**src/crcfpr_pkg.sv**
```systemverilog
package crcfpr_pkg;

  localparam int unsigned DefaultBufferDepth = 256;

  localparam logic [15:0] CrcInit = 16'hFFFF;
  localparam logic [15:0] CrcPoly = 16'h1021;
  localparam logic [15:0] CrcTop  = 16'h8000;

  localparam logic [7:0] SyncFirstReset  = 8'hAA;
  localparam logic [7:0] SyncSecondReset = 8'h55;
  localparam logic [8:0] MaxLengthReset  = 9'd256;

  typedef enum logic [1:0] {
    REG_SYNC_FIRST  = 2'd0,
    REG_SYNC_SECOND = 2'd1,
    REG_MAX_LENGTH  = 2'd2
  } cfg_reg_t;

  typedef enum logic [1:0] {
    ST_BUSY      = 2'd0,
    ST_COMPLETE  = 2'd1,
    ST_ERROR     = 2'd2,
    ST_READ_DATA = 2'd3
  } status_t;

  typedef enum logic [2:0] {
    PH_SYNC1  = 3'd0,
    PH_SYNC2  = 3'd1,
    PH_LEN_LO = 3'd2,
    PH_LEN_HI = 3'd3,
    PH_DATA   = 3'd4,
    PH_CRC_LO = 3'd5,
    PH_CRC_HI = 3'd6
  } phase_t;

  // CRC-16/CCITT-FALSE update over one byte, MSB first.
  function automatic logic [15:0] crc_byte(input logic [15:0] crc_in, input logic [7:0] data);
    logic [15:0] c;
    c = crc_in ^ {data, 8'h00};
    for (int i = 0; i < 8; i++) begin
      if ((c & CrcTop) != 16'h0000) begin
        c = {c[14:0], 1'b0} ^ CrcPoly;
      end else begin
        c = {c[14:0], 1'b0};
      end
    end
    return c;
  endfunction

endpackage

```
**src/crc_framed_packet_receiver.sv**
```systemverilog
// Byte-stream frame receiver. Each input item is either a line byte (tuser 0) or a read
// of the payload buffer (tuser 1). A frame is two sync bytes, a little-endian 16-bit
// length, the payload and a little-endian CRC-16/CCITT-FALSE over length and payload.
// Every item yields exactly one result item: in progress, frame complete with its
// length, frame error, or read data. The block takes one item per cycle unless a held
// result stalls it, and presents its result in the cycle after acceptance; the buffer
// read port is registered. The output register holds a result while the sink stalls,
// and a new item is taken in the same cycle the held result is taken. Reads of buffer
// entries never written return undefined data; reads beyond the buffer return zero.
module crc_framed_packet_receiver #(
  parameter int unsigned BUFFER_DEPTH = crcfpr_pkg::DefaultBufferDepth
) (
  input  logic        clk,
  input  logic        rst,
  input  logic        s_tvalid,
  output logic        s_tready,
  input  logic [15:0] s_tdata,    // [7:0] line_byte, [15:8] read_index
  input  logic        s_tuser,    // [0] mode
  output logic        m_tvalid,
  input  logic        m_tready,
  output logic [23:0] m_tdata,    // [8:0] pkt_length, [16:9] read_data, rest zero
  output logic [1:0]  m_tuser,    // [1:0] status
  input  logic        cfg_valid,
  output logic        cfg_ready,
  input  logic [1:0]  cfg_index,
  input  logic [8:0]  cfg_data
);
  import crcfpr_pkg::*;

  localparam int unsigned AW  = (BUFFER_DEPTH > 1) ? $clog2(BUFFER_DEPTH) : 1;
  localparam int unsigned FXW = (AW > 9) ? AW : 9;
  localparam int unsigned IXW = (AW > 8) ? AW : 8;
  localparam int unsigned LW  = (BUFFER_DEPTH > 65535) ? 17 : 17;

  // Configuration registers
  logic [7:0] sync_first;
  logic [7:0] sync_second;
  logic [8:0] max_length;

  assign cfg_ready = 1'b1;

  always_ff @(posedge clk) begin
    if (rst) begin
      sync_first  <= SyncFirstReset;
      sync_second <= SyncSecondReset;
      max_length  <= MaxLengthReset;
    end else if (cfg_valid) begin
      unique case (cfg_index)
        REG_SYNC_FIRST:  sync_first  <= cfg_data[7:0];
        REG_SYNC_SECOND: sync_second <= cfg_data[7:0];
        REG_MAX_LENGTH:  max_length  <= cfg_data;
        default: ;
      endcase
    end
  end

  // Handshake
  logic out_valid;
  logic accept;

  assign s_tready = !out_valid || m_tready;
  assign accept   = s_tvalid && s_tready;

  logic [7:0] line_byte;
  logic [7:0] read_index;
  assign line_byte  = s_tdata[7:0];
  assign read_index = s_tdata[15:8];

  // Receive state
  phase_t      phase, phase_next;
  logic [7:0]  len_lo, len_lo_next;
  logic [8:0]  exp_len, exp_len_next;
  logic [8:0]  fill, fill_next;
  logic [15:0] crc, crc_next;
  logic [7:0]  crc_lo, crc_lo_next;
  status_t     status_next;
  logic [8:0]  flen_next;
  logic        wr_en;

  logic [15:0]   full_len;
  logic [LW-1:0] limit;
  logic [8:0]    fill_inc;
  logic [FXW-1:0] fill_x;

  assign full_len = {line_byte, len_lo};
  assign limit = ({8'h00, max_length} > LW'(BUFFER_DEPTH)) ? LW'(BUFFER_DEPTH)
                                                           : {8'h00, max_length};
  assign fill_inc = fill + 9'd1;
  assign fill_x   = FXW'(fill);

  always_comb begin
    phase_next   = phase;
    len_lo_next  = len_lo;
    exp_len_next = exp_len;
    fill_next    = fill;
    crc_next     = crc;
    crc_lo_next  = crc_lo;
    status_next  = ST_BUSY;
    flen_next    = 9'd0;
    wr_en        = 1'b0;
    unique case (phase)
      PH_SYNC1: begin
        if (line_byte == sync_first) begin
          phase_next = PH_SYNC2;
        end
      end
      PH_SYNC2: begin
        // The second sync value is checked first so that equal sync values advance.
        priority if (line_byte == sync_second) begin
          phase_next = PH_LEN_LO;
        end else if (line_byte != sync_first) begin
          phase_next = PH_SYNC1;
        end else begin
          phase_next = PH_SYNC2;
        end
      end
      PH_LEN_LO: begin
        len_lo_next = line_byte;
        crc_next    = crc_byte(CrcInit, line_byte);
        phase_next  = PH_LEN_HI;
      end
      PH_LEN_HI: begin
        if (full_len == 16'd0 || {1'b0, full_len} > limit) begin
          phase_next   = PH_SYNC1;
          len_lo_next  = 8'd0;
          exp_len_next = 9'd0;
          fill_next    = 9'd0;
          crc_next     = CrcInit;
          crc_lo_next  = 8'd0;
          status_next  = ST_ERROR;
        end else begin
          exp_len_next = full_len[8:0];
          crc_next     = crc_byte(crc, line_byte);
          fill_next    = 9'd0;
          phase_next   = PH_DATA;
        end
      end
      PH_DATA: begin
        wr_en     = ({23'd0, fill} < 32'(BUFFER_DEPTH));
        fill_next = fill_inc;
        crc_next  = crc_byte(crc, line_byte);
        if (fill_inc >= exp_len) begin
          phase_next = PH_CRC_LO;
        end
      end
      PH_CRC_LO: begin
        crc_lo_next = line_byte;
        phase_next  = PH_CRC_HI;
      end
      PH_CRC_HI: begin
        if ({line_byte, crc_lo} != crc) begin
          status_next = ST_ERROR;
        end else begin
          status_next = ST_COMPLETE;
          flen_next   = exp_len;
        end
        phase_next   = PH_SYNC1;
        len_lo_next  = 8'd0;
        exp_len_next = 9'd0;
        fill_next    = 9'd0;
        crc_next     = CrcInit;
        crc_lo_next  = 8'd0;
      end
      default: begin
        phase_next   = PH_SYNC1;
        len_lo_next  = 8'd0;
        exp_len_next = 9'd0;
        fill_next    = 9'd0;
        crc_next     = CrcInit;
        crc_lo_next  = 8'd0;
        status_next  = ST_ERROR;
      end
    endcase
  end

  logic rx_accept;
  assign rx_accept = accept && !s_tuser;

  always_ff @(posedge clk) begin
    if (rst) begin
      phase   <= PH_SYNC1;
      len_lo  <= 8'd0;
      exp_len <= 9'd0;
      fill    <= 9'd0;
      crc     <= CrcInit;
      crc_lo  <= 8'd0;
    end else if (rx_accept) begin
      phase   <= phase_next;
      len_lo  <= len_lo_next;
      exp_len <= exp_len_next;
      fill    <= fill_next;
      crc     <= crc_next;
      crc_lo  <= crc_lo_next;
    end
  end

  // Payload buffer: one write port for received bytes, one registered read port.
  // A write and a read never share an edge, since only one item is taken per cycle.
  logic [7:0]     mem [BUFFER_DEPTH];
  logic [7:0]     rd_q;
  logic [IXW-1:0] idx_x;
  logic           idx_ok;
  logic           rd_en;

  assign idx_x  = IXW'(read_index);
  assign idx_ok = ({24'd0, read_index} < 32'(BUFFER_DEPTH));
  assign rd_en  = accept && s_tuser && idx_ok;

  always_ff @(posedge clk) begin
    if (rx_accept && wr_en) begin
      mem[fill_x[AW-1:0]] <= line_byte;
    end
    if (rd_en) begin
      rd_q <= mem[idx_x[AW-1:0]];
    end
  end

  // Output register
  status_t    out_status;
  logic [8:0] out_flen;
  logic       out_rd_ok;
  logic [7:0] out_byte;

  always_ff @(posedge clk) begin
    if (rst) begin
      out_valid <= 1'b0;
    end else if (accept) begin
      out_valid <= 1'b1;
    end else if (m_tready) begin
      out_valid <= 1'b0;
    end
  end

  always_ff @(posedge clk) begin
    if (accept) begin
      out_status <= s_tuser ? ST_READ_DATA : status_next;
      out_flen   <= s_tuser ? 9'd0 : flen_next;
      out_rd_ok  <= s_tuser && idx_ok;
    end
  end

  assign out_byte = out_rd_ok ? rd_q : 8'd0;

  assign m_tvalid = out_valid;
  assign m_tuser  = out_status;
  assign m_tdata  = {7'd0, out_byte, out_flen};

endmodule
```
**config.mk**
```make
export PLATFORM = sky130hd
export DESIGN_NAME = crc_framed_packet_receiver
export DESIGN_NICKNAME = d
export VERILOG_FILES = /design/src/crcfpr_pkg.sv /design/src/crc_framed_packet_receiver.sv
export SDC_FILE = /design/constraint.sdc
export NUM_CORES = 2
export LEC_CHECK = 0
export BUFFER_PORTS_ARGS = -buffer_cell sky130_fd_sc_hd__buf_2
export CORE_MARGIN = 10
export CORE_UTILIZATION = 54
export DETAILED_ROUTE_END_ITERATION = 6
export PLACE_DENSITY = 0.72
export SYNTH_ARGS = -nofsm -noshare
export SYNTH_HDL_FRONTEND = slang
export SYNTH_SLANG_ARGS = --single-unit
```
**constraint.sdc**
```tcl
create_clock -name clk -period 3.5 [get_ports clk]
set_input_delay 0.7 -clock clk [delete_from_list [all_inputs] [get_ports clk]]
set_output_delay 0.7 -clock clk [all_outputs]
set_load 0.005 [all_outputs]
```
==> results.ini <==
[outcome]
outcome = finished clean

[yosys]
syn-instance-count = 4113
synth.top_cell.area_share = 0.737
post_synthesis_cell_area_um2 = 84300
synth.most_common_cell = sky130_fd_sc_hd__edfxtp_1
async_reset_ff_frac = 0
yosys_register_bits = 2147
ys_top_cells_by_count = sky130_fd_sc_hd__edfxtp_1 (2068), sky130_fd_sc_hd__mux4_2 (540), sky130_fd_sc_hd__nor2_1 (341)
yosys_warnings = 0
sequential_share_of_the_synthesized_area = 0.756
largest_cells_by_area_after_synthesis = sky130_fd_sc_hd__edfxtp_1 (74%), sky130_fd_sc_hd__mux4_2 (14%), sky130_fd_sc_hd__dfxtp_1 (1.9%)
synth_enable_flop_cells = 2068
dominant_cell_type_by_area_after_synthesis = sky130_fd_sc_hd__edfxtp_1
post_synth_num_cell_types = 61
dominantRegCellSynth = sky130_fd_sc_hd__edfxtp_1
synthesis.area_per_instance_um2 = 20.5

[grt]
globalRouteMet1Util = 0.320
grt_util_all_layers = 0.233
m2_gr_usage = 0.372
global_route.peak_usage_layer = met2
grt.overflow.total = 0
first_pass_grt_wire_length_mm = 299
antenna_found_initial = 6
use_met3 = 0.0451
grt_max_degree = 212
first_global_vias = 43904

[placement]
placed_area_um2 = 90700
port-buffer-count = 53
place_inst = 6507
pre_cts_ws_ps = -173
dp.final_hpwl_mm = 127
place.gp.congestion = 0.857

[sta]
rsz0062_at_grt = no
period_minus_slack_ps = 3010
final_min_period_over_clock_period = 0.860
report.final.slew_viol_count = 0
finalHoldViolCount = 0
fmaxAchievable_mhz = 332
setup-violations-final = 0
slew-limit-headroom = 0.224
worst-slew-pin-transition_ps = 1160
finalClockSkew_ps = 37.1
setup_ws_ps = 491

[clock_network]
tritoncts = yes
numCtsBuffers = 204
postCtsSetupRepairBufs = 0
maximum_clock_insertion_buffer_count = 3
numClockSinks = 2147
clk_transition_reported_paths_ps = 60
worst_skew_late_latency_ps = 850
postCtsHoldBufs = 0
htreeDepth = 4
clock_tree.root_cell = sky130_fd_sc_hd__clkbuf_16
post_cts.resized_instances = 0

[route]
totalWireLength_mm = 201
remaining_drc_errors = 0
detail-route-antenna-nets = 0
drt_first_pass_iters = 5
routed_wire_length_per_instance_um = 29.2
vias = 42980
initialDrtViolationCount = 5227
routed_via_density = 6.24

[power]
power_density_nw_per_um2 = 539
p_leak_nw = 31.7
vdd.ir_drop.worst_mv = 0.560

[worst_setup_path]
crit_path_start = max_length[8]
reg2regPathDepth = 11
cp.depth = 11
critical-path-slowest-cell = sky130_fd_sc_hd__o21bai_1
worst_path_dominant_cell_family = compound AO/OA/AOI/OAI gates
critPathArrivalTime_ps = 3790
reg2reg_setup_slack_ps = 490
crit_path_end_kind = flip-flop
cp-endpoint = len_lo[0]
worstPathRequired_ps = 4280
slowest_delay_ps = 430
path_class = flip-flop to flip-flop
crit_fanout = 9
critical_path.reg2reg.startpoint = max_length[8]
critical_path.reg2reg.endpoint = len_lo[0]
cp-start-kind = flip-flop
timing.critical_path.cells = clkinv_1 > nand2_1 > ha_1 > a21o_1 > a21o_1 > a211o_1 > o221a_2 > o21bai_1 > buf_4 > mux2_2 > nor2_1
cpMostUsedCell = sky130_fd_sc_hd__a21o_1
critical_path_buf_inv_count = 2

[final_layout]
area_growth_pct = 15.4
finish.instance_area_um2 = 97200
final_nets = 4724
post_route_cells_drive_above_1_share = 0.295
instances_no_fill = 6885

[die]
die_width_um = 415
die-area_um2 = 172000
i_o_pin_total = 62
initial_core_util = 0.545
row_count = 144
core_um2 = 155000
die_h_um = 415

[min_path]
type_of_the_most_critical_hold_path = input port to flip-flop

[job]
number_of_max_cap_violations = 0

## cell type report
class,count,area (um^2)
repair buffers,595,5120
fillers,10358,57400
multi-input cells,1694,19200
inverters,27,101
clock inverters,114,1090
diodes,3,7.51
well taps,2044,2560
clock buffers,261,5430
flip-flops and latches,2147,63700
## metrics by stage
step | hold slack, ps | power, mW | setup TNS [ps] | utilization
global placement | 439 | 31.2 | -708 | 0.587
finish | 109 | 52.4 | 0 | 0.629
detailed placement | 445 | 31.3 | -546 | 0.587
global route | 91.9 | 53.8 | 0 | 0.629
floorplan | 432 | 30.1 | 0 | -
CTS | 54.2 | 52.7 | 0 | 0.629
## sequential cells by signal, indices dropped and copies added (netlist names)
| name | count |
|---|---|
| mem | 2048 |
| crc | 16 |
| exp_len | 9 |
| fill | 9 |
| max_length | 9 |
| out_flen | 9 |
| crc_lo | 8 |
| len_lo | 8 |
| rd_q | 8 |
| sync_first | 8 |
| sync_second | 8 |
| phase | 3 |
| m_tuser | 2 |
| m_tvalid | 1 |
| out_rd_ok | 1 |
## metal layers
layer | vias to the layer above | wire (um)
met5 | - | 0
met4 | 0 | 7660
met3 | 355 | 18600
met2 | 2105 | 98000
met1 | 22462 | 76500
li1 | 18058 | -
## worst reg2reg max path: stages, from the launching register on
cell	delay [ps]
sky130_fd_sc_hd__dfxtp_1	340
sky130_fd_sc_hd__clkinv_1	210
sky130_fd_sc_hd__nand2_1	130
sky130_fd_sc_hd__ha_1	240
sky130_fd_sc_hd__a21o_1	190
sky130_fd_sc_hd__a21o_1	170
sky130_fd_sc_hd__a211o_1	310
sky130_fd_sc_hd__o221a_2	270
sky130_fd_sc_hd__o21bai_1	430
sky130_fd_sc_hd__buf_4	250
sky130_fd_sc_hd__mux2_2	340
sky130_fd_sc_hd__nor2_1	70
## cell usage in the layout (no fill, tap or decap), drive strengths merged, types with 25 or more instances in the layout
cell    Yosys  routed
edfxtp   2068    2068
buf       119     595
mux4      540     540
nor2      341     341
clkbuf    132     261
mux2i     130     130
nand2      85      85
a22oi      85      85
clkinv      1      83
dfxtp      79      79
a21oi      65      65
nand3      46      46
xnor2      41      41
inv        26      36
nor3       31      31
o22ai      29      29
o21ai      29      29
xor2       25      25
## worst min path at each step
stage | startpoint | cells after the start | to | slack [ps]
6_report | cfg_data[8] | 3 | max_length[8] | 110
5_1_grt | s_tdata[0] | 1 | mem[26][0] | 90
4_1_cts | cfg_data[1] | 2 | sync_first[1] | 50
2_1_floorplan | exp_len[1] | 2 | exp_len[1] | 430
3_3_place_gp | exp_len[5] | 2 | exp_len[5] | 440
3_5_place_dp | exp_len[6] | 2 | exp_len[6] | 440
## power by group
group	switching (mW)	internal, mW
registers	0.0238	28.2
logic	1.48	1.05
clock network	9.39	12.3
## kinds of logic after synthesis
family          Yosys count  share of synthesized area
simple gates            609                     0.0318
flops                  2147                      0.756
compound gates          318                     0.0259
xor+xnor                 66                    0.00686
mux                     671                      0.160
buf+inv                 278                     0.0165
fa+ha+maj                22                    0.00327
other cells               2                  0.0000891
Power figures use the tool's default switching activity.
